==> src/sv/rcc_pkg.sv <==
// Shared types, constants and helper functions of the grid raycast column core.
package rcc_pkg;

  localparam int MAP_SIDE   = 8;
  localparam int CELL_SHIFT = 6;
  localparam int ANGLE_BITS = 12;
  localparam int FRAC_BITS  = 8;

  localparam int CELL_FX  = CELL_SHIFT + FRAC_BITS;
  localparam int POS_W    = 9 + FRAC_BITS;
  localparam int MAG_W    = CELL_FX + 1;
  localparam int TRIG_W   = 18;
  localparam int ABS_W    = TRIG_W - 1;
  localparam int RU_W     = 21;
  localparam int RV_W     = 40;
  localparam int DIV_NW   = 32;
  localparam int DIV_DW   = 18;
  localparam int D2_W     = 36;
  localparam int RT_W     = 18;
  localparam int DIST_W   = 19;
  localparam int CORDIC_N = 16;
  localparam int Q_DEPTH  = 2;
  localparam int QP_W     = $clog2(Q_DEPTH);

  localparam logic signed [TRIG_W-1:0] Q16_ONE = 18'sd65536;
  localparam logic signed [19:0] CORDIC_GAIN = 20'sd39797;

  typedef enum logic [7:0] {
    CFG_MAP_CELLS     = 8'd0,
    CFG_SCREEN_HEIGHT = 8'd1,
    CFG_MAX_STEPS     = 8'd2
  } cfg_idx_t;

  typedef struct packed {
    logic [8:0]  pos_x;
    logic [8:0]  pos_y;
    logic [11:0] ray_angle;
    logic [11:0] view_angle;
  } in_item_t;

  typedef struct packed {
    logic        hit_found;
    logic        hit_side;
    logic [16:0] hit_x;
    logic [16:0] hit_y;
    logic [17:0] distance;
    logic [9:0]  wall_height;
    logic [8:0]  wall_top;
  } out_item_t;

  typedef struct packed {
    logic [POS_W-1:0]      px;
    logic [POS_W-1:0]      py;
    logic                  h_en;
    logic                  h_neg;
    logic [RU_W-1:0]       h_ru;
    logic [RV_W-1:0]       h_rv;
    logic [RV_W-1:0]       h_sv;
    logic                  v_en;
    logic                  v_neg;
    logic [RU_W-1:0]       v_ru;
    logic [RV_W-1:0]       v_rv;
    logic [RV_W-1:0]       v_sv;
    logic [ANGLE_BITS-1:0] adiff;
  } job_t;

  typedef struct packed {
    logic full;
    logic empty;
  } q_stat_t;

  // Arctangent per CORDIC iteration, 2^16 units per turn.
  function automatic logic [13:0] atan_turn16(logic [3:0] i);
    case (i)
      4'd0:    return 14'd8192;
      4'd1:    return 14'd4836;
      4'd2:    return 14'd2555;
      4'd3:    return 14'd1297;
      4'd4:    return 14'd651;
      4'd5:    return 14'd326;
      4'd6:    return 14'd163;
      4'd7:    return 14'd81;
      4'd8:    return 14'd41;
      4'd9:    return 14'd20;
      4'd10:   return 14'd10;
      4'd11:   return 14'd5;
      4'd12:   return 14'd3;
      4'd13:   return 14'd1;
      4'd14:   return 14'd1;
      default: return 14'd0;
    endcase
  endfunction

  // Shift right, rounding toward zero.
  function automatic logic signed [19:0] shr_tz(logic signed [19:0] v, logic [3:0] s);
    logic signed [19:0] m;
    m = -v;
    if (v < 0) return -(m >>> s);
    return v >>> s;
  endfunction

  function automatic logic is_wall(logic [63:0] cells, logic signed [RV_W-1:0] x,
                                   logic signed [RV_W-1:0] y);
    logic signed [RV_W-1:0] mx;
    logic signed [RV_W-1:0] my;
    logic [5:0] idx;
    mx = x >>> CELL_FX;
    my = y >>> CELL_FX;
    idx = 6'(my * MAP_SIDE + mx);
    if (x[RV_W-1] || y[RV_W-1]) return 1'b0;
    if (mx >= MAP_SIDE || my >= MAP_SIDE) return 1'b0;
    return cells[idx];
  endfunction

endpackage

==> src/sv/rcc_queue.sv <==
// Short job queue between the ray setup front end and the stepping back end.
module rcc_queue (
  input  logic              clk,
  input  logic              rst_n,
  input  logic              push,
  input  rcc_pkg::job_t     push_data,
  input  logic              pop,
  output rcc_pkg::job_t     head,
  output rcc_pkg::q_stat_t  stat
);

  // depth is a power of two so the pointers wrap on their own
  rcc_pkg::job_t                mem_r [rcc_pkg::Q_DEPTH];
  logic [rcc_pkg::QP_W-1:0]     wr_r, rd_r;
  logic [rcc_pkg::QP_W:0]       cnt_r;

  always_ff @(posedge clk) begin
    if (push) mem_r[wr_r] <= push_data;
  end

  always_ff @(posedge clk) begin
    if (!rst_n) begin
      wr_r  <= '0;
      rd_r  <= '0;
      cnt_r <= '0;
    end else begin
      if (push) wr_r <= wr_r + rcc_pkg::QP_W'(1);
      if (pop)  rd_r <= rd_r + rcc_pkg::QP_W'(1);
      case ({push, pop})
        2'b10:   cnt_r <= cnt_r + (rcc_pkg::QP_W+1)'(1);
        2'b01:   cnt_r <= cnt_r - (rcc_pkg::QP_W+1)'(1);
        default: cnt_r <= cnt_r;
      endcase
    end
  end

  assign head       = mem_r[rd_r];
  assign stat.full  = (cnt_r == (rcc_pkg::QP_W+1)'(rcc_pkg::Q_DEPTH));
  assign stat.empty = (cnt_r == '0);

endmodule

==> config.mk <==
export PLATFORM = sky130hd
export DESIGN_NAME = rcc_queue
export DESIGN_NICKNAME = d
export VERILOG_FILES = /design/src/sv/rcc_pkg.sv /design/src/sv/rcc_queue.sv
export SDC_FILE = /design/constraint.sdc
export NUM_CORES = 1
export LEC_CHECK = 0
export BUFFER_PORTS_ARGS = -buffer_cell sky130_fd_sc_hd__buf_2
export CAP_MARGIN = 20
export CORE_UTILIZATION = 45
export DETAILED_ROUTE_END_ITERATION = 10
export MAX_ROUTING_LAYER = met4
export PLACE_DENSITY = 0.7
export SYNTH_ARGS = -nofsm -noshare
export SYNTH_HDL_FRONTEND = slang
export SYNTH_SLANG_ARGS = --single-unit
==> constraint.sdc <==
create_clock -name clk -period 17.8 [get_ports clk]
set_clock_uncertainty 0.2 [all_clocks]
set_input_delay 1.78 -clock clk [delete_from_list [all_inputs] [get_ports clk]]
set_output_delay 1.78 -clock clk [all_outputs]
set_load 0.005 [all_outputs]
### After elaboration in Yosys (flattened, before gate mapping)

Memories as Yosys holds them, arrays and structs flattened. A register that Yosys moved wholly into a read port is not among the register bits.
Cells that the tools add are included.

* register bits after elaboration: 4
* RAM bits: 504
* output and inout port bits: 254
* logic and storage cells: 18
* memories: 1

Memories
* mem_r: depth 2, width 252, read ports 1, clocked after Yosys merged registers in 1, write ports 1, line rcc_queue.sv:13 `rcc_pkg::job_t mem_r [rcc_pkg::Q_DEPTH];`

* add/subtract/negate cells: 4
* equal/unequal tests: 3
* multiplexer cells: 5
* reduce and logical (&&, ||, !) cells: 2

Operators with widths (count)
* $eq A2 B2 Y1 const B: 2
* $mux W1: 4
* $pmux W2 S2: 1
* $add A1 B1 Y1 const B: 2
* $add A2 B1 Y2 const B: 1
* $eq A2 B1 Y1 const B: 1
* $logic_not A2 Y1: 1
* $reduce_bool A2 Y1: 1
* $sub A2 B1 Y2 const B: 1

### Depth between registers and ports, before layout

Gate-level depths: netlist of the first run.

* depth after elaboration: 3
* depth in mapped cells: 5
* gate-level depth less buffers: 5

### Worst setup path after synthesis of the first run

No wires, ideal clock.

* kind: input port to flip-flop
* start point: in push
* end point: reg wr_r
* arrival time: 13.227 ns
* data required time: 17.492 ns
* setup slack: 4.265 ns
* stages on the path: 3
* buffers on the path: 0
* path through: inv_1 > nor2_1 > o21a_1

RTL lines
* start, declared: line rcc_queue.sv:5 `input logic push,`
* end signal, assigned: line rcc_queue.sv:27 `if (push) wr_r <= wr_r + rcc_pkg::QP_W'(1);`
* end, declared: line rcc_queue.sv:14 `logic [rcc_pkg::QP_W-1:0] wr_r, rd_r;`

==> results of run 1 <==
[cells by family (layout without fill, tap and decap cells)]
group / Yosys count / in the layout
other cells: 0 / 18
xor+xnor: 3 / 3
buf+inv: 29 / 612
compound gates: 3 / 3
mux: 252 / 252
simple gates: 9 / 9
fa+ha+maj: 1 / 1
flops: 509 / 509
[routing by layer]
metal | GRT usage, % | share of wire [%] | vias to the layer above
met2 | 31.0 | 50 | 425
li1 | - | - | 4343
met5 | - | 0 | -
met1 | 20.6 | 37 | 4698
met3 | 7.95 | 11 | 61
met4 | 6.88 | 2.6 | 0
[cells in the final DEF, fill, tap and decap left out, drive strengths merged, types with 3 or more instances in the layout]
cell,synthesis,routed
and2,4,4
buf,28,518
bufinv,0,7
clkbuf,0,59
clkinv,0,24
dfxtp,5,5
diode,0,18
edfxtp,504,504
inv,1,3
mux2,252,252
[sequential cells by signal (all words and copies together), names as in the netlist, named ones only]
| register | cells |
|---|---|
| rd_r | 1 |
| mem_r | 504 |
| wr_r | 1 |
| cnt_r | 2 |
[cell usage after synthesis]
library cell / count
o21a_1: 1
dfxtp_1: 5
xor2_1: 1
or3_1: 1
and2_1: 4
edfxtp_1: 504
buf_6: 21
nor2_1: 2
ha_1: 1
o21ai_0: 1
buf_2: 7
a21boi_1: 1
inv_1: 1
nor2b_1: 2
xnor2_1: 2
mux2_2: 252
[area by class of cell]
cell class | count | area [µm²] | area share [%]
tap | 525 | 657 | 2.82
clock buffer | 59 | 1350 | 5.80
timing repair buffer | 518 | 2660 | 11.4
multi-input combinational | 268 | 2960 | 12.7
clock inverter | 34 | 349 | 1.50
antenna | 18 | 45.0 | 0.194
sequential | 509 | 15200 | 65.5
inverter | 1 | 3.75 | 0.0161
[where the power goes]
group	switching, mW	internal, mW	total (mW)	leakage (nW)
Sequential	0.0152	1.39	1.40	4.77
Clock	0.430	0.643	1.07	0.837
Combinational	0.122	0.122	0.243	3.05
Total	0.567	2.15	2.72	8.66
[worst max path at each step]
| stage | slack [ps] | end | from |
|---|---|---|---|
| final | 12520 | head[239] | register |
| after global routing | 12340 | head[239] | register |
| after CTS | 12070 | head[239] | register |
| after detailed placement | 12710 | head[239] | register |
| after global placement | 12820 | head[222] | register |
| after floorplan | 4270 | wr_r | push |
[critical path, delay by kind of cell, from the launching register on]
kind                   cells  cell delay, ps
buffers and inverters      4            1790
flip-flops                 1             440
multiplexers               1             440
[through the flow]
step | util [%] | cells | instance area [µm²] | hold WS, ps | setup WS [ps]
4_1_cts | 57.8 | 1913 | 23200 | 304 | 12070
3_3_place_gp | 53.6 | 1820 | 21500 | 280 | 12820
5_1_grt | 58.0 | 1930 | 23300 | 330 | 12340
3_5_place_dp | 53.6 | 1820 | 21500 | 293 | 12710
2_1_floorplan | - | 806 | 18500 | 266 | 4270
6_report | 58.0 | 1932 | 23300 | 310 | 12520
==> out/results.ini, run 1 <==
[synthesis]
synthDistinctLibCells = 16
ys_seq_elements = 509
synth_top_area_cell = edfxtp_1
synthSimpleGateAreaFrac_pct = 0.278
synth_top_family_by_area = multiplexers
synth_top_area_share_pct = 82.0
synth_area_per_cell_um2 = 22.9
synthXorXnorAreaFrac_pct = 0.142
ys_seq_area_share_pct = 82.5
synth_compound_area_share_pct = 0.108
yosys.area_share.adder_pct = 0.0678
syn_inst = 806
ys_warn_count = 0
synth_fp_nets = 1063
syn_area_um2 = 18500
muxShareOfSynthArea_pct = 15.4
netlist_top_cells_area = edfxtp_1, mux2_2, buf_6

[power_and_ir_drop]
ir_drop_mv = 0.105
fin_total_pwr_mw = 2.72
p_leak_nw = 8.66
powerDensity_nw_per_um2 = 117

[cts]
cts_resized = 0
root_buffer = clkbuf_16
hold_buffers = 0
clk_pin_slew_ps = 60
clock_latency_ps = 570
cts_buffers = 50
clk_path_buf_depth = 3
cts_tree = done
cts_setup_buffers = 0
numClockSinks = 509
cts_htree_levels = 2

[timing]
period_share_pct = 29.7
worstMarginPinSlew_ps = 1040
hold_viol_final = 0
grt_setup_unrepaired = no
fin_crit_ps = 5280
finalSetupViolations = 0
slew_headroom_pct = 30.7
max_freq_mhz = 189
finalMaxSlewViolations = 0
setup-tns-final_ps = 0

[routing]
dr_total_vias = 9527
dr.first_iter.drc_count = 564
postRouteAntennaNets = 0
drc = 0
wl_mm = 39.8
avgRoutedWirePerCell_um = 20.6
first_pass_iters = 4
drt-vias-per-instance = 4.93

[global_routing]
grt_max_degree = 148
antenna_found_initial = 16
first_global_vias = 9843
track_usage_pct = 19.0
grt_first_pass_wirelength_mm = 56.8
grt-ovfl-total = 0

[finish]
nFillCells = 3045
area_growth_pct = 26.0
layout.nets = 1605
drive_above_1_share_pct = 61.1

[floorplan]
fp-row-count = 73
pin_count = 510
start_util_pct = 46.0
core_area_um2 = 40100
die_w_um = 205
die-area_um2 = 41800
fp.dieH_um = 205

[placement]
portBuffers = 509
gp_congestion = 0.869
place_hpwl_mm = 27.1

[critical_path]
slowest_delay_ps = 710
start_kind = register
slowest_stage = buf_4
crit_type = reg2out
reg2reg_slack_ps = 14980
crit_path_max_fanout = 69
crit_top_cell = buf_4
path_cells = buf_16 -> buf_4 -> buf_4 -> mux2_2 -> buf_2
r2r_end = mem_r[0][159]
cp.required_ps = 15820
worstReg2RegStart = wr_r
r2r_cells = 3
end_kind = primary output
worstPathArrival_ps = 3300

[worst_hold_path]
hold_end = cnt_r[1]
hp-start = cnt_r[1]
holdPathStages = 2
hold_class = reg2reg

[flow_run]
maxCapViolCount = 0

[status]
status = finished, final reports clean

No activity file was read; power rests on OpenSTA's default activity.
==> run 2, diff against run 1 <==
- PLACE_DENSITY: 0.7 -> 0.73
- clock period: 17.8 -> 4.4 ns (I/O delays scaled with it)
==> run 2 against run 1 <==
Net effect: utilization up 6.3 points; via count up 13%; non-clock buffer count up 265; sequential power rose to 4.1 times the previous value; final cell count up 13%; final area up 11%; die area unchanged; register-to-register slack worse by 13000 ps; combinational power rose to 5.0 times the previous value; count of clock-buffer cells in the layout up 6; critical path type unchanged; largest cell class unchanged.
==> out/results.ini, run 2 (same netlist as run 1, synthesis figures left out) <==
[cts]
hold_buffers = 254  ; was 0
clock_latency_ps = 560  ; was 570 ps
clk_path_buf_depth = 3  ; unchanged
numClockSinks = 509  ; unchanged
cts_tree = done  ; unchanged
cts_setup_buffers = 0  ; unchanged
cts_resized = 0  ; unchanged
cts_buffers = 50  ; unchanged
root_buffer = clkbuf_16  ; unchanged
cts_htree_levels = 2  ; unchanged
clk_pin_slew_ps = 60  ; about the same

[timing]
setup-tns-final_ps = 0  ; unchanged
holdWs_ps = 132  ; was 310 ps
period_share_pct = 69.2
finalMaxSlewViolations = 0  ; unchanged
hold_viol_final = 0  ; unchanged
fin_crit_ps = 3040
finalSetupViolations = 0  ; unchanged
worstMarginPinSlew_ps = 866  ; was 1040 ps
grt_setup_unrepaired = no  ; unchanged
slew_headroom_pct = 42.1  ; was 30.7%
setup_slack_ps = 1360  ; was 12520 ps
max_freq_mhz = 328

[power_and_ir_drop]
ir_drop_mv = 0.443  ; was 0.105 mV
p_leak_nw = 9.73  ; was 8.66 nW
powerDensity_nw_per_um2 = 428  ; was 117 nW/µm²

[routing]
avgRoutedWirePerCell_um = 20.8  ; was 20.6 µm
dr_total_vias = 10800  ; was 9527
postRouteAntennaNets = 0  ; unchanged
drt-vias-per-instance = 4.94  ; was 4.93
first_pass_iters = 4  ; unchanged
wl_mm = 45.3  ; was 39.8 mm
drc = 0  ; unchanged
dr.first_iter.drc_count = 593  ; was 564

[critical_path]
worstPathArrival_ps = 2400  ; was 3300 ps
r2r_end = mem_r[1][116]  ; was mem_r[0][159]
crit_type = reg2out  ; unchanged
reg2reg_slack_ps = 2230  ; was 14980 ps
end_kind = primary output  ; unchanged
start_kind = register  ; unchanged
r2r_cells = 2  ; was 3
worstReg2RegStart = wr_r  ; unchanged
crit_path_max_fanout = 48  ; was 69
cp.required_ps = 3760  ; was 15820 ps

[floorplan]
pin_count = 510  ; unchanged
fp-row-count = 73  ; unchanged
start_util_pct = 46.0  ; unchanged
die-area_um2 = 41800  ; unchanged
core_area_um2 = 40100  ; unchanged
fp.dieH_um = 205  ; unchanged
die_w_um = 205  ; unchanged

[finish]
nFillCells = 2617  ; was 3045
largest_register_ffs = 504  ; unchanged
top_regs = mem_r: 504 flops, cnt_r: 2 flops  ; unchanged
stdcell_count = 2179  ; was 1932
area_growth_pct = 39.7  ; was 26.0%
multi_input_area_um2 = 2960  ; unchanged
top_register = mem_r  ; unchanged
layout_commonest_cell = buf_2  ; unchanged
drive_above_1_share_pct = 51.6  ; was 61.1%
layout.nets = 1870  ; was 1605
regArea_um2 = 15200  ; unchanged
postLayoutCellArea_um2 = 25800  ; was 23300 µm²
final_cell_mix = buf_2, edfxtp_1, dlygate4sd3_1  ; was buf_2, edfxtp_1, mux2_2

[global_routing]
antenna_found_initial = 6  ; was 16
grt_first_pass_wirelength_mm = 65.8  ; was 56.8 mm
grt-ovfl-total = 0  ; unchanged
first_global_vias = 11700  ; was 9843
track_usage_pct = 21.9  ; was 19.0%
grt_max_degree = 85  ; was 148

[worst_hold_path]
holdPathStages = 3  ; was 2
hold_class = in2reg  ; was reg2reg
hold_end = wr_r  ; was cnt_r[1]
hp-start = push  ; was cnt_r[1]

[placement]
place_ws_ps = 1890  ; was 12710 ps
place_inst = 1832  ; was 1820
gp_congestion = 0.837  ; was 0.869
place_hpwl_mm = 27.5  ; was 27.1 mm
portBuffers = 509  ; unchanged
placed_area_um2 = 21700  ; was 21500 µm²

[status]
status = finished, final reports clean  ; unchanged

[flow_run]
maxCapViolCount = 0  ; unchanged

==> run 2: cell types whose count changed in the layout (fill, tap and decap cells not counted), sizes merged <==
cell and delta:
dlygate4sd3 +254, diode -12, buf +11, clkbuf +6, clkinv -6, bufinv -3, inv -2, clkinvlp -1
==> run 2: how the worst max path moves through the flow <==
| stage | startpoint | to | slack [ps] | cells past startpoint |
|---|---|---|---|---|
| floorplan | push | mem_r[0][0] | -410 | 2 |
| global placement | register | head[47] | 1910 | 3 |
| detailed placement | push | mem_r[0][99] | 1890 | 4 |
| CTS | register | head[47] | 1280 | 3 |
| global route | register | head[231] | 1220 | 3 |
| finish | register | head[22] | 1360 | 3 |
==> run 2: layout make-up <==
cell class / instances / share of cell area (%)
flip-flops and latches: 509 / 59.1
inverters: 1 / 0.0631
clock buffers: 65 / 5.32
well taps: 525 / 2.55
multi-input cells: 268 / 11.5
repair buffers: 783 / 20.7
diodes: 6 / 0.0582
clock inverters: 22 / 0.786
==> run 2: where the power goes <==
part	internal, mW	switching (mW)	leakage (nW)
Sequential	5.61	0.0840	4.77
Combinational	0.657	0.551	4.18
Clock	2.42	1.71	0.773
Total	8.68	2.35	9.73
==> run 2: worst max-delay path, stage by stage (launching register included) <==
cell and delay, ps:
dfxtp_4 840, buf_4 410, mux2_2 400, buf_2 140
==> run 2: per-layer routing <==
layer / share of wire [%] / up-vias / global-route usage [%]
met1: 36 / 5318 / 22.9
met2: 52 / 502 / 37.7
met5: 0 / - / -
met3: 9.2 / 97 / 7.21
met4: 3.1 / 0 / 9.04
li1: - / 4847 / -
==> run 2: metrics by stage <==
| stage | util (%) | power [mW] |
|---|---|---|
| 3_5_place_dp | 54.0 | 6.79 |
| 2_1_floorplan | - | 6.30 |
| 6_report | 64.3 | 11.0 |
| 3_3_place_gp | 54.0 | 6.76 |
| 5_1_grt | 64.3 | 11.4 |
| 4_1_cts | 64.3 | 11.1 |
==> run 3, diff against run 2 <==
- ABC_AREA: not set -> 1
- clock period: 4.4 -> 2.6 ns (I/O delays scaled with it)
==> run 3 against run 2 <==
Net effect: via count increased by 1.7%; total power rose by 67%; highest routed layer unchanged; synthesized cell count is 1.6% higher; flip-flop and latch count unchanged; utilization up 0.21 points; clock power is 65% higher; largest power group unchanged; critical path depth unchanged; non-clock buffer count rose by 7; final cell count increased by 0.92%; critical path type unchanged; combinational power rose by 60%; setup slack got worse by 1300 ps.
==> out/results.ini, run 3 <==
[status]
status = finished, final reports clean  ; unchanged

[critical_path]
start_kind = register  ; unchanged
cp.required_ps = 2140  ; was 3760 ps
crit_type = reg2out  ; unchanged
end_kind = primary output  ; unchanged
worstPathArrival_ps = 2070  ; was 2400 ps
crit_path_max_fanout = 99  ; was 48

[timing]
setup-tns-final_ps = 0  ; unchanged
fin_crit_ps = 2530
grt_setup_unrepaired = yes  ; was no
setup_slack_ps = 67.8  ; was 1360 ps
finalMaxSlewViolations = 0  ; unchanged
hold_viol_final = 0  ; unchanged
finalSetupViolations = 0  ; unchanged
period_share_pct = 97.4
max_freq_mhz = 395
worstMarginPinSlew_ps = 661  ; was 866 ps
slew_headroom_pct = 55.9  ; was 42.1%

[synthesis]
ys_seq_area_share_pct = 82.5  ; about the same
ys_top_cells_by_count = edfxtp_1, mux2_2, buf_6  ; unchanged
async_flop_share_pct = 0  ; unchanged
synth_top_area_share_pct = 81.9  ; was 82.0%
synth_compound_area_share_pct = 0.0542  ; was 0.108%
synth_area_per_cell_um2 = 22.6  ; was 22.9 µm²
muxShareOfSynthArea_pct = 15.4  ; about the same
ys_warn_count = 0  ; unchanged
ys_seq_elements = 509  ; unchanged
synth_top_family_by_area = multiplexers  ; unchanged
yosysMostFrequentCell = edfxtp_1  ; unchanged
synthSimpleGateAreaFrac_pct = 0.440  ; was 0.278%
netlist_top_cells_area = edfxtp_1, mux2_2, buf_6  ; unchanged
syn_area_um2 = 18500  ; about the same
ys.flop_type = edfxtp_1  ; unchanged
synth_top_area_cell = edfxtp_1  ; unchanged
yosys.area_share.adder_pct = 0.0677  ; was 0.0678%
synth-edff-count = 504  ; unchanged
syn_inst = 819  ; was 806
synth_fp_nets = 1076  ; was 1063
synthXorXnorAreaFrac_pct = 0  ; was 0.142%
synthDistinctLibCells = 12  ; was 16

[cts]
numClockSinks = 509  ; unchanged
cts_setup_buffers = 0  ; unchanged
clock_latency_ps = 580  ; was 560 ps
cts_tree = done  ; unchanged
clk_pin_slew_ps = 60  ; about the same
clk_path_buf_depth = 3  ; unchanged
cts_buffers = 50  ; unchanged
root_buffer = clkbuf_16  ; unchanged
cts_htree_levels = 2  ; unchanged

[floorplan]
core_area_um2 = 40100  ; unchanged
fp-row-count = 73  ; unchanged
start_util_pct = 46.1  ; was 46.0%
die-area_um2 = 41900  ; was 41800 µm²
die_w_um = 205  ; about the same
pin_count = 510  ; unchanged
fp.dieH_um = 205  ; about the same

[routing]
wl_mm = 45.8  ; was 45.3 mm
dr_total_vias = 10900  ; was 10800
dr.first_iter.drc_count = 649  ; was 593
first_pass_iters = 5  ; was 4
drc = 0  ; unchanged
drt-vias-per-instance = 4.98  ; was 4.94
avgRoutedWirePerCell_um = 20.8  ; about the same
postRouteAntennaNets = 0  ; unchanged

[placement]
portBuffers = 509  ; unchanged
place_hpwl_mm = 28.0  ; was 27.5 mm
gp_congestion = 0.840  ; was 0.837
place_ws_ps = 659  ; was 1890 ps
place_inst = 1849  ; was 1832

[power_and_ir_drop]
fin_total_pwr_mw = 18.4  ; was 11.0 mW
p_leak_nw = 9.79  ; was 9.73 nW
ir_drop_mv = 0.660  ; was 0.443 mV
powerDensity_nw_per_um2 = 710  ; was 428 nW/µm²

[global_routing]
grt-ovfl-total = 0  ; unchanged
track_usage_pct = 21.9  ; about the same
grt_max_degree = 100  ; was 85
grt_first_pass_wirelength_mm = 66.8  ; was 65.8 mm
first_global_vias = 11600  ; was 11700
antenna_found_initial = 4  ; was 6

[finish]
largest_register_ffs = 504  ; unchanged
top_regs = mem_r: 504 flops, cnt_r: 2 flops  ; unchanged
nFillCells = 2622  ; was 2617
layout_commonest_cell = buf_2  ; unchanged
top_register = mem_r  ; unchanged
regArea_um2 = 15200  ; about the same
stdcell_count = 2199  ; was 2179
utilization_pct = 64.5  ; was 64.3%
final_cell_mix = buf_2, edfxtp_1, dlygate4sd3_1  ; unchanged
multi_input_area_um2 = 2950  ; was 2960 µm²
area_growth_pct = 40.1  ; was 39.7%
layout.nets = 1890  ; was 1870
drive_above_1_share_pct = 51.2  ; was 51.6%

[flow_run]
maxCapViolCount = 0  ; unchanged

[worst_hold_path]
hold_class = in2reg  ; unchanged

run 3: cell count changes after synthesis, sizes merged:
cell,before,now
nand2,0,8
o21a,1,0
nor2,2,12
or3,1,0
xor2,1,0
a21boi,1,0
nand4,0,1
xnor2,2,0
and2,4,0
nor2b,2,0
inv,1,6
a21oi,0,1
run 3: final timing paths:
kind	startpoint	end	slack, ps	cells past startpoint
setup reg to reg	wr_r	wr_r	580	5
hold reg to reg	rd_r	rd_r	320	2
setup / recovery	register	head[172]	70	3
hold / removal	push	mem_r[1][81]	90	3
run 3: logic make-up after synthesis:
kind of cell / Yosys count
flops: 509
compound gates: 2
mux: 252
fa+ha+maj: 1
buf+inv: 34
simple gates: 21
run 3: cell type report:
class                      count  share of cell area, %
tap                          525                   2.54
multi-input combinational    276                   11.4
timing repair buffer         790                   21.0
antenna                        3                 0.0290
sequential                   509                   58.9
clock buffer                  65                   5.30
inverter                       6                  0.102
clock inverter                25                  0.658
run 3: metal layers:
layer  vias up  global-route usage, %  share of wire [%]
li1       4893                      -                  -
met1      5416                   24.6                 37
met5         -                      -                  0
met2       564                   37.9                 52
met4         0                   7.41                2.3
met3        69                   5.55                9.1
run 3: critical path, cell delays in order (launching register included):
cell and delay [ps]:
dfxtp_4 410, buf_16 360, mux2_2 430, buf_2 140
run 3: report_power, final:
group	total [mW]	leakage, nW	switching, mW	internal (mW)
clock	6.82	0.752	2.92	3.90
combinational	1.93	4.26	0.901	1.03
sequential	9.62	4.77	0.113	9.51
total	18.4	9.79	3.93	14.4
run 3: stage by stage:
step                hold WS, ps  instance area (µm²)
detailed placement          251                21700
CTS                        51.8                25900
floorplan                   159                18500
global placement            248                21700
global route               88.8                25900
finish                     89.9                25900
run 3: what timing repair did:
action                                  4_1_cts  5_1_grt
gates resized for setup                       0        1
hold endpoints to repair                    509        0
hold buffers                                257        0
endpoints found under the setup margin        0       33
