### src/sv/rcc_pkg.sv
// Shared types, constants and helper functions of the grid raycast column core.
package rcc_pkg;

  localparam int MAP_SIDE   = 8;
  localparam int CELL_SHIFT = 6;
  localparam int ANGLE_BITS = 12;
  localparam int FRAC_BITS  = 8;

  localparam int CELL_FX  = CELL_SHIFT + FRAC_BITS;
  localparam int POS_W    = 9 + FRAC_BITS;
  localparam int MAG_W    = CELL_FX + 1;
  localparam int TRIG_W   = 18;
  localparam int ABS_W    = TRIG_W - 1;
  localparam int RU_W     = 21;
  localparam int RV_W     = 40;
  localparam int DIV_NW   = 32;
  localparam int DIV_DW   = 18;
  localparam int D2_W     = 36;
  localparam int RT_W     = 18;
  localparam int DIST_W   = 19;
  localparam int CORDIC_N = 16;
  localparam int Q_DEPTH  = 2;
  localparam int QP_W     = $clog2(Q_DEPTH);

  localparam logic signed [TRIG_W-1:0] Q16_ONE = 18'sd65536;
  localparam logic signed [19:0] CORDIC_GAIN = 20'sd39797;

  typedef enum logic [7:0] {
    CFG_MAP_CELLS     = 8'd0,
    CFG_SCREEN_HEIGHT = 8'd1,
    CFG_MAX_STEPS     = 8'd2
  } cfg_idx_t;

  typedef struct packed {
    logic [8:0]  pos_x;
    logic [8:0]  pos_y;
    logic [11:0] ray_angle;
    logic [11:0] view_angle;
  } in_item_t;

  typedef struct packed {
    logic        hit_found;
    logic        hit_side;
    logic [16:0] hit_x;
    logic [16:0] hit_y;
    logic [17:0] distance;
    logic [9:0]  wall_height;
    logic [8:0]  wall_top;
  } out_item_t;

  typedef struct packed {
    logic [POS_W-1:0]      px;
    logic [POS_W-1:0]      py;
    logic                  h_en;
    logic                  h_neg;
    logic [RU_W-1:0]       h_ru;
    logic [RV_W-1:0]       h_rv;
    logic [RV_W-1:0]       h_sv;
    logic                  v_en;
    logic                  v_neg;
    logic [RU_W-1:0]       v_ru;
    logic [RV_W-1:0]       v_rv;
    logic [RV_W-1:0]       v_sv;
    logic [ANGLE_BITS-1:0] adiff;
  } job_t;

  typedef struct packed {
    logic full;
    logic empty;
  } q_stat_t;

  // Arctangent per CORDIC iteration, 2^16 units per turn.
  function automatic logic [13:0] atan_turn16(logic [3:0] i);
    case (i)
      4'd0:    return 14'd8192;
      4'd1:    return 14'd4836;
      4'd2:    return 14'd2555;
      4'd3:    return 14'd1297;
      4'd4:    return 14'd651;
      4'd5:    return 14'd326;
      4'd6:    return 14'd163;
      4'd7:    return 14'd81;
      4'd8:    return 14'd41;
      4'd9:    return 14'd20;
      4'd10:   return 14'd10;
      4'd11:   return 14'd5;
      4'd12:   return 14'd3;
      4'd13:   return 14'd1;
      4'd14:   return 14'd1;
      default: return 14'd0;
    endcase
  endfunction

  // Shift right, rounding toward zero.
  function automatic logic signed [19:0] shr_tz(logic signed [19:0] v, logic [3:0] s);
    logic signed [19:0] m;
    m = -v;
    if (v < 0) return -(m >>> s);
    return v >>> s;
  endfunction

  function automatic logic is_wall(logic [63:0] cells, logic signed [RV_W-1:0] x,
                                   logic signed [RV_W-1:0] y);
    logic signed [RV_W-1:0] mx;
    logic signed [RV_W-1:0] my;
    logic [5:0] idx;
    mx = x >>> CELL_FX;
    my = y >>> CELL_FX;
    idx = 6'(my * MAP_SIDE + mx);
    if (x[RV_W-1] || y[RV_W-1]) return 1'b0;
    if (mx >= MAP_SIDE || my >= MAP_SIDE) return 1'b0;
    return cells[idx];
  endfunction

endpackage

### src/sv/rcc_cordic.sv
// Iterative 16-step CORDIC giving Q1.16 cosine and sine of a 16-bit angle.
module rcc_cordic (
  input  logic                                 clk,
  input  logic                                 rst_n,
  input  logic                                 start,
  input  logic [15:0]                          angle,
  output logic                                 done,
  output logic signed [rcc_pkg::TRIG_W-1:0]    co,
  output logic signed [rcc_pkg::TRIG_W-1:0]    si
);

  logic               busy_r;
  logic               done_r;
  logic [3:0]         i_r;
  logic signed [19:0] x_r, y_r;
  logic signed [17:0] z_r;
  logic [1:0]         quad_r;
  logic               rzero_r;

  logic signed [19:0] dx, dy, x_nxt, y_nxt;
  logic signed [17:0] at, z_nxt;
  logic signed [rcc_pkg::TRIG_W-1:0] xc, yc;

  always_comb begin
    dx = rcc_pkg::shr_tz(x_r, i_r);
    dy = rcc_pkg::shr_tz(y_r, i_r);
    at = signed'({4'b0, rcc_pkg::atan_turn16(i_r)});
    if (!z_r[17]) begin
      x_nxt = x_r - dy;
      y_nxt = y_r + dx;
      z_nxt = z_r - at;
    end else begin
      x_nxt = x_r + dy;
      y_nxt = y_r - dx;
      z_nxt = z_r + at;
    end
  end

  always_ff @(posedge clk) begin
    if (!rst_n) begin
      busy_r <= 1'b0;
      done_r <= 1'b0;
    end else begin
      done_r <= 1'b0;
      if (start) begin
        busy_r  <= 1'b1;
        i_r     <= '0;
        x_r     <= rcc_pkg::CORDIC_GAIN;
        y_r     <= '0;
        z_r     <= signed'({4'b0, angle[13:0]});
        quad_r  <= angle[15:14];
        rzero_r <= (angle[13:0] == 14'd0);
      end else if (busy_r) begin
        x_r <= x_nxt;
        y_r <= y_nxt;
        z_r <= z_nxt;
        i_r <= i_r + 4'd1;
        if (i_r == 4'(rcc_pkg::CORDIC_N - 1)) begin
          busy_r <= 1'b0;
          done_r <= 1'b1;
        end
      end
    end
  end

  // clamp to +-1.0; zero angle within a quadrant is exact
  always_comb begin
    if (rzero_r) xc = rcc_pkg::Q16_ONE;
    else if (x_r > 20'sd65536) xc = rcc_pkg::Q16_ONE;
    else if (x_r < -20'sd65536) xc = -rcc_pkg::Q16_ONE;
    else xc = rcc_pkg::TRIG_W'(x_r);
    if (rzero_r) yc = '0;
    else if (y_r > 20'sd65536) yc = rcc_pkg::Q16_ONE;
    else if (y_r < -20'sd65536) yc = -rcc_pkg::Q16_ONE;
    else yc = rcc_pkg::TRIG_W'(y_r);
    case (quad_r)
      2'd0: begin co = xc;  si = yc;  end
      2'd1: begin co = -yc; si = xc;  end
      2'd2: begin co = -xc; si = -yc; end
      default: begin co = yc; si = -xc; end
    endcase
  end

  assign done = done_r;

endmodule

### src/sv/rcc_div.sv
// Restoring unsigned divider, one quotient bit per cycle.
module rcc_div #(
  parameter int NUM_W = rcc_pkg::DIV_NW,
  parameter int DEN_W = rcc_pkg::DIV_DW
) (
  input  logic             clk,
  input  logic             rst_n,
  input  logic             start,
  input  logic [NUM_W-1:0] num,
  input  logic [DEN_W-1:0] den,
  output logic             done,
  output logic [NUM_W-1:0] quo
);

  localparam int CNT_W = $clog2(NUM_W);

  logic             busy_r;
  logic             done_r;
  logic [CNT_W-1:0] cnt_r;
  logic [DEN_W-1:0] rem_r, den_r;
  logic [NUM_W-1:0] quo_r;

  logic [DEN_W:0]   trial;
  logic [DEN_W-1:0] rem_nxt;
  logic             q_bit;

  always_comb begin
    trial = {rem_r, quo_r[NUM_W-1]};
    q_bit = (trial >= {1'b0, den_r});
    rem_nxt = q_bit ? DEN_W'(trial - {1'b0, den_r}) : DEN_W'(trial);
  end

  always_ff @(posedge clk) begin
    if (!rst_n) begin
      busy_r <= 1'b0;
      done_r <= 1'b0;
    end else begin
      done_r <= 1'b0;
      if (start) begin
        busy_r <= 1'b1;
        cnt_r  <= '0;
        rem_r  <= '0;
        quo_r  <= num;
        den_r  <= den;
      end else if (busy_r) begin
        rem_r <= rem_nxt;
        quo_r <= {quo_r[NUM_W-2:0], q_bit};
        cnt_r <= cnt_r + CNT_W'(1);
        if (cnt_r == CNT_W'(NUM_W - 1)) begin
          busy_r <= 1'b0;
          done_r <= 1'b1;
        end
      end
    end
  end

  assign done = done_r;
  assign quo  = quo_r;

endmodule

### src/sv/rcc_front.sv
// Front end: accepts a ray, takes its sine and cosine and sets up both gridline passes.
module rcc_front (
  input  logic              clk,
  input  logic              rst_n,
  input  logic              in_valid,
  output logic              in_stall,
  input  rcc_pkg::in_item_t in_data,
  output logic              push,
  output rcc_pkg::job_t     push_data,
  input  rcc_pkg::q_stat_t  q_stat
);

  localparam int PW = rcc_pkg::POS_W;
  localparam int FX = rcc_pkg::CELL_FX;
  localparam logic [11:0] HALF    = 12'(1 << (rcc_pkg::ANGLE_BITS - 1));
  localparam logic [11:0] QUARTER = 12'(1 << (rcc_pkg::ANGLE_BITS - 2));
  localparam logic [rcc_pkg::MAG_W-1:0] CELL_MAG = rcc_pkg::MAG_W'(1 << FX);

  typedef enum logic [2:0] {F_IDLE, F_COR, F_SETUP, F_MUL, F_DIV, F_WAIT, F_PUSH} fstate_t;
  typedef enum logic [1:0] {DS_H_OFF, DS_H_STEP, DS_V_OFF, DS_V_STEP} div_slot_t;

  fstate_t   state_r;
  div_slot_t slot_r;

  logic [PW-1:0]                    px_r, py_r;
  logic [11:0]                      ra_r, va_r;
  logic [rcc_pkg::MAG_W-1:0]        mag_h_r, mag_v_r;
  logic [rcc_pkg::ABS_W-1:0]        abs_co_r, abs_si_r;
  logic                             co_neg_r, si_neg_r;
  logic [rcc_pkg::DIV_NW-1:0]       dnum_r;
  logic [rcc_pkg::DIV_DW-1:0]       dden_r;
  rcc_pkg::job_t                    job_r;

  logic                             accept;
  logic                             cor_done, div_done;
  logic signed [rcc_pkg::TRIG_W-1:0] co, si, abs_co, abs_si;
  logic [rcc_pkg::DIV_NW-1:0]       quo;
  logic [rcc_pkg::RV_W-1:0]         sq;
  logic [rcc_pkg::MAG_W-1:0]        mul_a;
  logic [rcc_pkg::ABS_W-1:0]        mul_b;
  logic                             q_neg;

  assign accept   = in_valid && (state_r == F_IDLE);
  assign in_stall = (state_r != F_IDLE);
  assign push     = (state_r == F_PUSH) && !q_stat.full;
  assign push_data = job_r;

  rcc_cordic u_cordic (
    .clk   (clk),
    .rst_n (rst_n),
    .start (accept),
    .angle (16'(in_data.ray_angle) << (16 - rcc_pkg::ANGLE_BITS)),
    .done  (cor_done),
    .co    (co),
    .si    (si)
  );

  rcc_div #(.NUM_W(rcc_pkg::DIV_NW), .DEN_W(rcc_pkg::DIV_DW)) u_div (
    .clk   (clk),
    .rst_n (rst_n),
    .start (state_r == F_DIV),
    .num   (dnum_r),
    .den   (dden_r),
    .done  (div_done),
    .quo   (quo)
  );

  always_comb begin
    abs_co = co[rcc_pkg::TRIG_W-1] ? -co : co;
    abs_si = si[rcc_pkg::TRIG_W-1] ? -si : si;
    case (slot_r)
      DS_H_OFF:  begin mul_a = mag_h_r;  mul_b = abs_co_r; end
      DS_H_STEP: begin mul_a = CELL_MAG; mul_b = abs_co_r; end
      DS_V_OFF:  begin mul_a = mag_v_r;  mul_b = abs_si_r; end
      default:   begin mul_a = CELL_MAG; mul_b = abs_si_r; end
    endcase
    q_neg = (slot_r == DS_H_OFF || slot_r == DS_H_STEP) ? co_neg_r : si_neg_r;
    sq = q_neg ? -rcc_pkg::RV_W'(quo) : rcc_pkg::RV_W'(quo);
  end

  always_ff @(posedge clk) begin
    if (!rst_n) begin
      state_r <= F_IDLE;
      slot_r  <= DS_H_OFF;
    end else begin
      case (state_r)
        F_IDLE: begin
          if (accept) begin
            px_r    <= PW'(in_data.pos_x) << rcc_pkg::FRAC_BITS;
            py_r    <= PW'(in_data.pos_y) << rcc_pkg::FRAC_BITS;
            ra_r    <= in_data.ray_angle;
            va_r    <= in_data.view_angle;
            state_r <= F_COR;
          end
        end
        F_COR: begin
          if (cor_done) state_r <= F_SETUP;
        end
        F_SETUP: begin
          abs_co_r <= abs_co[rcc_pkg::ABS_W-1:0];
          abs_si_r <= abs_si[rcc_pkg::ABS_W-1:0];
          co_neg_r <= co[rcc_pkg::TRIG_W-1];
          si_neg_r <= si[rcc_pkg::TRIG_W-1];
          job_r.px    <= px_r;
          job_r.py    <= py_r;
          job_r.adiff <= va_r - ra_r;
          job_r.h_en  <= (ra_r != 12'd0) && (ra_r != HALF) && (si != '0);
          job_r.h_neg <= (ra_r > HALF);
          job_r.v_en  <= (ra_r != QUARTER) && (ra_r != 12'(3 * QUARTER)) && (co != '0);
          job_r.v_neg <= (ra_r > QUARTER) && (ra_r < 12'(3 * QUARTER));
          // first crossing: one LSB below the line when moving toward lower values
          if (ra_r > HALF) begin
            job_r.h_ru <= rcc_pkg::RU_W'({py_r[PW-1:FX], {FX{1'b0}}}) - rcc_pkg::RU_W'(1);
            mag_h_r    <= rcc_pkg::MAG_W'(py_r[FX-1:0]) + rcc_pkg::MAG_W'(1);
          end else begin
            job_r.h_ru <= rcc_pkg::RU_W'({py_r[PW-1:FX], {FX{1'b0}}}) +
                          (rcc_pkg::RU_W'(1) << FX);
            mag_h_r    <= CELL_MAG - rcc_pkg::MAG_W'(py_r[FX-1:0]);
          end
          if ((ra_r > QUARTER) && (ra_r < 12'(3 * QUARTER))) begin
            job_r.v_ru <= rcc_pkg::RU_W'({px_r[PW-1:FX], {FX{1'b0}}}) - rcc_pkg::RU_W'(1);
            mag_v_r    <= rcc_pkg::MAG_W'(px_r[FX-1:0]) + rcc_pkg::MAG_W'(1);
          end else begin
            job_r.v_ru <= rcc_pkg::RU_W'({px_r[PW-1:FX], {FX{1'b0}}}) +
                          (rcc_pkg::RU_W'(1) << FX);
            mag_v_r    <= CELL_MAG - rcc_pkg::MAG_W'(px_r[FX-1:0]);
          end
          slot_r  <= DS_H_OFF;
          state_r <= F_MUL;
        end
        F_MUL: begin
          dnum_r  <= rcc_pkg::DIV_NW'(mul_a) * rcc_pkg::DIV_NW'(mul_b);
          dden_r  <= (slot_r == DS_H_OFF || slot_r == DS_H_STEP) ?
                     rcc_pkg::DIV_DW'(abs_si_r) : rcc_pkg::DIV_DW'(abs_co_r);
          state_r <= F_DIV;
        end
        F_DIV: begin
          state_r <= F_WAIT;
        end
        F_WAIT: begin
          if (div_done) begin
            case (slot_r)
              DS_H_OFF:  job_r.h_rv <= rcc_pkg::RV_W'(px_r) + sq;
              DS_H_STEP: job_r.h_sv <= sq;
              DS_V_OFF:  job_r.v_rv <= rcc_pkg::RV_W'(py_r) + sq;
              default:   job_r.v_sv <= sq;
            endcase
            if (slot_r == DS_V_STEP) begin
              state_r <= F_PUSH;
            end else begin
              slot_r  <= div_slot_t'(slot_r + 2'd1);
              state_r <= F_MUL;
            end
          end
        end
        F_PUSH: begin
          if (!q_stat.full) state_r <= F_IDLE;
        end
        default: state_r <= F_IDLE;
      endcase
    end
  end

endmodule

### config.mk
export PLATFORM = sky130hd
export DESIGN_NAME = rcc_front
export DESIGN_NICKNAME = d
export VERILOG_FILES = /design/src/sv/rcc_pkg.sv /design/src/sv/rcc_cordic.sv /design/src/sv/rcc_div.sv /design/src/sv/rcc_front.sv
export SDC_FILE = /design/constraint.sdc
export NUM_CORES = 2
export LEC_CHECK = 0
export BUFFER_PORTS_ARGS = -buffer_cell sky130_fd_sc_hd__buf_2
export CORE_MARGIN = 2
export CORE_UTILIZATION = 55
export CTS_CLUSTER_SIZE = 24
export DETAILED_ROUTE_END_ITERATION = 8
export GPL_ROUTABILITY_DRIVEN = 0
export PLACE_DENSITY = 0.74
export SYNTH_ARGS = -nofsm -noshare
export SYNTH_HDL_FRONTEND = slang
export SYNTH_HIERARCHICAL = 1
export SYNTH_SLANG_ARGS = --single-unit
### constraint.sdc
create_clock -name clk -period 16.1 [get_ports clk]
set_clock_uncertainty 0.15 [all_clocks]
set_input_delay 3.22 -clock clk [delete_from_list [all_inputs] [get_ports clk]]
set_output_delay 3.22 -clock clk [all_outputs]
set_load 0.03 [all_outputs]
# == After elaboration in Yosys (flattened, before gate mapping) ==
# Memory sizes are Yosys's and may differ from the RTL's. A register that Yosys moved wholly into a read port is not among the register bits.
# Index checks and enable logic that the tools add are counted.
# word_totals
reg_bits,541
rom_bits,224
output_inout_bits,254
n_memories,1
wordCells,207
# op_classes
n_shift,4
eq_ne,21
mul,1
n_lt_le_gt_ge,10
muxes,57
reduce_logical,37
bitwise,4
add_sub_neg,30
# mem_list
name,depth,word_bits,read_ports,rd_ports_with_merged_regs,write_ports,line,source
(no name shown),16,14,1,1,0,rcc_pkg.sv:74,case (i)
# ops
operator,n
two-way mux 18 bit,10
two-way mux 20 bit,8
one-hot mux 18 bit (3 select lines),2
adder 17 x 40 -> 40 bit,2
negator 20 bit,4
>>> shifter 20 x 4 -> 20 bit,4
two-way mux 17 bit,4
two-way mux 32 bit,2
two-way mux 21 bit,2
adder 20 bit,2
"greater-than comparator 20 x 18 -> 1 bit, second input constant",2
"< comparator 20 x 1 -> 1 bit, second input constant",2
"< comparator 20 x 17 -> 1 bit, second input constant",2
two-way mux 40 bit,1
negator 32 -> 40 bit,1
subtractor 20 bit,2
"adder 17 x 15 -> 18 bit, second input constant",2
negator 18 bit,2
nonzero test 18 bit,2
"subtractor 17 x 1 -> 18 bit, second input constant",2
negator 17 bit,2
multiplier 15 x 17 -> 32 bit,1
"adder 14 x 1 -> 15 bit, second input constant",2
two-way mux 15 bit,2
other kinds (47),99

# == Longest topological paths before layout ==
# logic_depth
depth_word,8
mapped_depth,33
mapped_depth_nobuf,29

# == Modules after synthesis ==
# Netlist, hierarchy kept.
# by_module_without_submodules
mod,cells_per_inst,seq_area_each_um2,instances,area_each_um2
rcc_front,1634,10460.0,1,20248.2
rcc_cordic,2134,2272.2,1,15383.5
rcc_div,339,2232.1,1,4174.0

# == Worst setup path after synthesis ==
# OpenSTA, ideal clock, no wires.
# synth_path
path_type,input port to flip-flop
start,input port rst_n
end,"register abs_co_r[0] (netlist bit), enable pin"
path_slack_ns,5.640
arrival_time_ns,9.649
setup_time_ns,0.662
path_stages,2
path_buffers,0
cell_sequence,nand2_1 > nor3_1
# synth_between
elab_chain_len,1
# synth_rtl
item,line,source
from (decl),rcc_front.sv:4,"input logic rst_n,"
AND reduction 2 bit (no line),-,
to (signal assigned),rcc_front.sv:100,abs_co_r <= abs_co[rcc_pkg::ABS_W-1:0];
to (decl),rcc_front.sv:28,"logic [rcc_pkg::ABS_W-1:0] abs_co_r, abs_si_r;"
# No other way between the ends.
# A chain may end at the register's enable or synchronous reset.

# == Final worst setup path ==
# layout_path
start,register u_cordic.x_r[1]
end,register u_cordic.y_r[19] (data pin)
# layout_between
elab_chain_len,8
# layout_rtl
item,line,source
from (decl),rcc_cordic.sv:15,"logic signed [19:0] x_r, y_r;"
from (signal assigned),rcc_cordic.sv:48,x_r <= rcc_pkg::CORDIC_GAIN;
from (signal assigned),rcc_cordic.sv:54,x_r <= x_nxt;
negator 20 bit,rcc_pkg.sv:97,m = -v;
>>> shifter 20 x 4 -> 20 bit,rcc_pkg.sv:98,if (v < 0) return -(m >>> s);
negator 20 bit,rcc_pkg.sv:98,
two-way mux 20 bit,rcc_pkg.sv:98,
two-way mux 20 bit (*),rcc_pkg.sv:99,return v >>> s;
adder 20 bit / subtractor 20 bit (equally long branches),"rcc_cordic.sv:30, rcc_cordic.sv:34",
two-way mux 20 bit (*),rcc_cordic.sv:28,if (!z_r[17]) begin
two-way mux 20 bit (*),rcc_cordic.sv:53,end else if (busy_r) begin
to (signal assigned),rcc_cordic.sv:55,y_r <= y_nxt;
to (decl),rcc_cordic.sv:15,
# Mark *: on every way between the ends. The rest lies on a longest branch, timed or not. The select of a mux whose other input is x is not followed.

==> results.md <==
- Status: completed
- Total die area: 74540 um2
- Dpl cell area: 41610 um2
- H-tree depth: 2
- M3 GR Usage: 0.04042
- Fin crit period: 9.365 ns
- Post-synthesis mux area share: 0.04567
- Drt first-iter violations: 3529
- Initial core utilization: 0.5559
- CTS Buffer Depth: 3
- Area grow syn2layout: 8.983%
- Register area share after synthesis: 0.3759
- Largest family of logic cells by synthesized area: compound AO/OA/AOI/OAI gates
- Post-synthesis xor/xnor area fraction: 0.06161
- Post-synth top cells: 483 x edfxtp_1, 397 x nor2_1, 282 x nand2_1, 253 x a21oi_1, 233 x ha_1
- Design area: 43380 um2
- Critical path data arrival time: 9.53 ns
- P_leak: 16.78 nW
- Core area: 71610 um2
- CTS Sinks: 506
- Max Clock Freq: 106.8 MHz
- Post-synthesis cell area: 39810 um2
- Setup crit end kind: flip-flop
- Cell count after synthesis: 4107
- Mapped Avg Cell Area: 9.692 um2
- Number of synthesized register bits: 506
- TritonCTS clock tree: done
- Final non-filler cell total: 5241
- Simple-gate share of the synthesized area: 0.1688
- Pre-CTS setup slack: 7.186 ns
- Met2 Use GR: 0.4830
- Slew @ Worst Pin: 1.148 ns
- Initial antenna violation count: 3
- Slew Limit Fails: 0
- Setup TNS: 0 ns
- Num rows: 98
- Final hold viol count: 0
- Slowest cell on the critical path: or4_1
- CTS Hold Buffers Added: 0
- Setup violators final: 0
- Placed insts: 5140
- Via count of the routed design: 33061
- WS Path Type: reg2reg
- Async SR Flop Fraction: 0
- Synth cell types: 126
- Compound-cell area share of the yosys netlist: 0.1738
- DRT Pass-1 Iters: 8
- Area share of fa/ha/maj cells after synthesis: 0.1180
- Dominant cell type by area after synthesis: edfxtp_1
- Drt total wl: 112.2 mm
- Total CTS buffers: 53
- Global route overflow: 0
- First-pass GRT wire length: 174.4 mm
- CTS root buf: clkbuf_16
- Synth top area cells: edfxtp_1 36%, ha_1 7.3%, xnor2_1 4.5%
- Post-synth EDFFs: 483
- Latest clock arrival within the worst-skew pair: 0.62 ns
- Synth top area share: 0.3644
- Met1 usage: 0.3804
- Cell repeated most along the worst path: o21ai_0
- IO Pins: 301
- Most frequent cell after synthesis: edfxtp_1
- Number of port buffers: 283
- Most used flip-flop cell after synthesis: edfxtp_1
- Peak supply drop: 0.2160 mV
- Req. time, crit path: 16.27 ns
- Startpoint Class: flip-flop
- Vias per cell: 6.308
- Hpwl dp: 82.28 mm
- Setup bufs post-CTS: 0
- Routed len/inst: 21.40 um
- Worst hold path type: reg2reg
- Horiz. Die Dim: 273.0 um
- Critical path fanouts, max: 12
- Share of post-route cells with drive strength above 1: 0.1516
- Pin count of the biggest net entering global routing: 87
- Clock transition at the registers of the reported paths: 0.07 ns
- Post_cts resized: 0
- Slew headroom: 0.2345
- Die Ht: 273.0 um
- # DRC: 0
- Period utilization: 0.5817
- RSZ-0062 raised after global routing: false
- Busiest grt layer: met2
- Fin worst setup slack: 6.735 ns
- YS warnings: 6
- Max capacitance violation total: 0
- Routed Antenna Nets: 0
- Gr usage total: 0.2924
- Largest stage delay, worst path: 0.72 ns
- Fin nets: 4614
- Power Dens Cells: 190.3 nW/um2
- Vias in the first global route: 31315
-- where the power goes --
group / switching (mW) / leakage (nW) / total (mW) / internal, mW
Combinational: 2.95 / 11.3 / 4.91 / 1.97
Clock: 0.544 / 0.857 / 1.25 / 0.707
Sequential: 0.278 / 4.57 / 2.09 / 1.81
Total: 3.77 / 16.8 / 8.26 / 4.49
-- per-layer routing --
| layer | share of wire | routed length, um |
|---|---|---|
| met1 | 0.40 | 44740 |
| met2 | 0.47 | 53030 |
| met3 | 0.077 | 8648 |
| met4 | 0.051 | 5724 |
| met5 | 0.00012 | 14 |
-- final cells by class --
type	count	area (um2)
Inverter	226	848.3
Tap cell	950	1189
Fill cell	6002	28230
Antenna cell	2	5.005
Sequential cell	506	14960
Clock inverter	42	427.9
Timing Repair Buffer	343	1867
Clock buffer	57	1341
Multi-Input combinational cell	3115	22740
-- critical path, delay by kind of cell (launching register included) --
family          cells  cell delay, ns
compound gates     13            4.01
flops               1            0.63
fa+ha+maj           3            0.92
xor+xnor            3            0.82
buf+inv             2            0.31
simple gates        7            2.23
-- sequential cells by signal (all words and copies together) (netlist names), 2 cells and up --
register         count
push_data          206
u_div/quo           32
u_div/cnt_r          5
mag_v_r              6
dden_r              17
u_cordic/z_r        18
dnum_r              32
u_cordic/y_r        20
u_div/rem_r         18
slot_r               2
va_r                12
u_div/den_r         18
u_cordic/x_r        20
state_r              3
px_r                 9
py_r                 9
abs_co_r            17
abs_si_r            17
u_cordic/i_r         4
ra_r                12
u_cordic/quad_r      2
u_cordic/at         14
mag_h_r              6
-- cells in the final DEF (no fill, tap or decap), types with 36 or more instances in the layout --
cell | netlist | routed
edfxtp_1 | 483 | 483
nor3_1 | 102 | 100
nor2b_1 | 41 | 41
buf_2 | 26 | 283
o211ai_1 | 38 | 38
buf_4 | 54 | 60
nand2_1 | 282 | 282
mux2i_1 | 64 | 64
or3_1 | 43 | 43
o21ai_0 | 211 | 211
nor4_1 | 36 | 36
xnor2_1 | 205 | 205
nor2_1 | 397 | 396
a211oi_1 | 47 | 47
a21oi_1 | 253 | 252
ha_1 | 233 | 233
or2_2 | 43 | 43
mux2_2 | 70 | 70
a21o_1 | 40 | 40
nand3_1 | 99 | 99
xor2_1 | 75 | 75
fa_1 | 89 | 89
inv_1 | 225 | 223
a31oi_1 | 51 | 51
clkbuf_16 | 0 | 53
-- path summary, 6_finish.rpt --
check                     endpoint  cells after the start  slack, ns            start
setup / recovery  u_cordic/y_r[19]                     28       6.73  u_cordic/x_r[1]
hold / removal      u_div/den_r[5]                      0       0.26        dden_r[5]
setup reg to reg  u_cordic/y_r[19]                     28       6.73  u_cordic/x_r[1]
hold reg to reg     u_div/den_r[5]                      0       0.26        dden_r[5]
-- metrics by stage --
stage	utilization	power (mW)	hold WS, ns
2_1_floorplan	-	5.786	0.2503
3_3_place_gp	0.5810	6.779	0.2522
3_5_place_dp	0.5810	6.882	0.2545
4_1_cts	0.6057	8.175	0.2643
5_1_grt	0.6058	8.851	0.2722
6_report	0.6058	8.255	0.2615
-- cells by family after synthesis --
kind of cell,Yosys count
buf+inv,510
fa+ha+maj,322
flops,506
xor+xnor,280
simple gates,1309
mux,152
other cells,1
compound gates,1027
No activity file was read; power rests on OpenSTA's default activity.
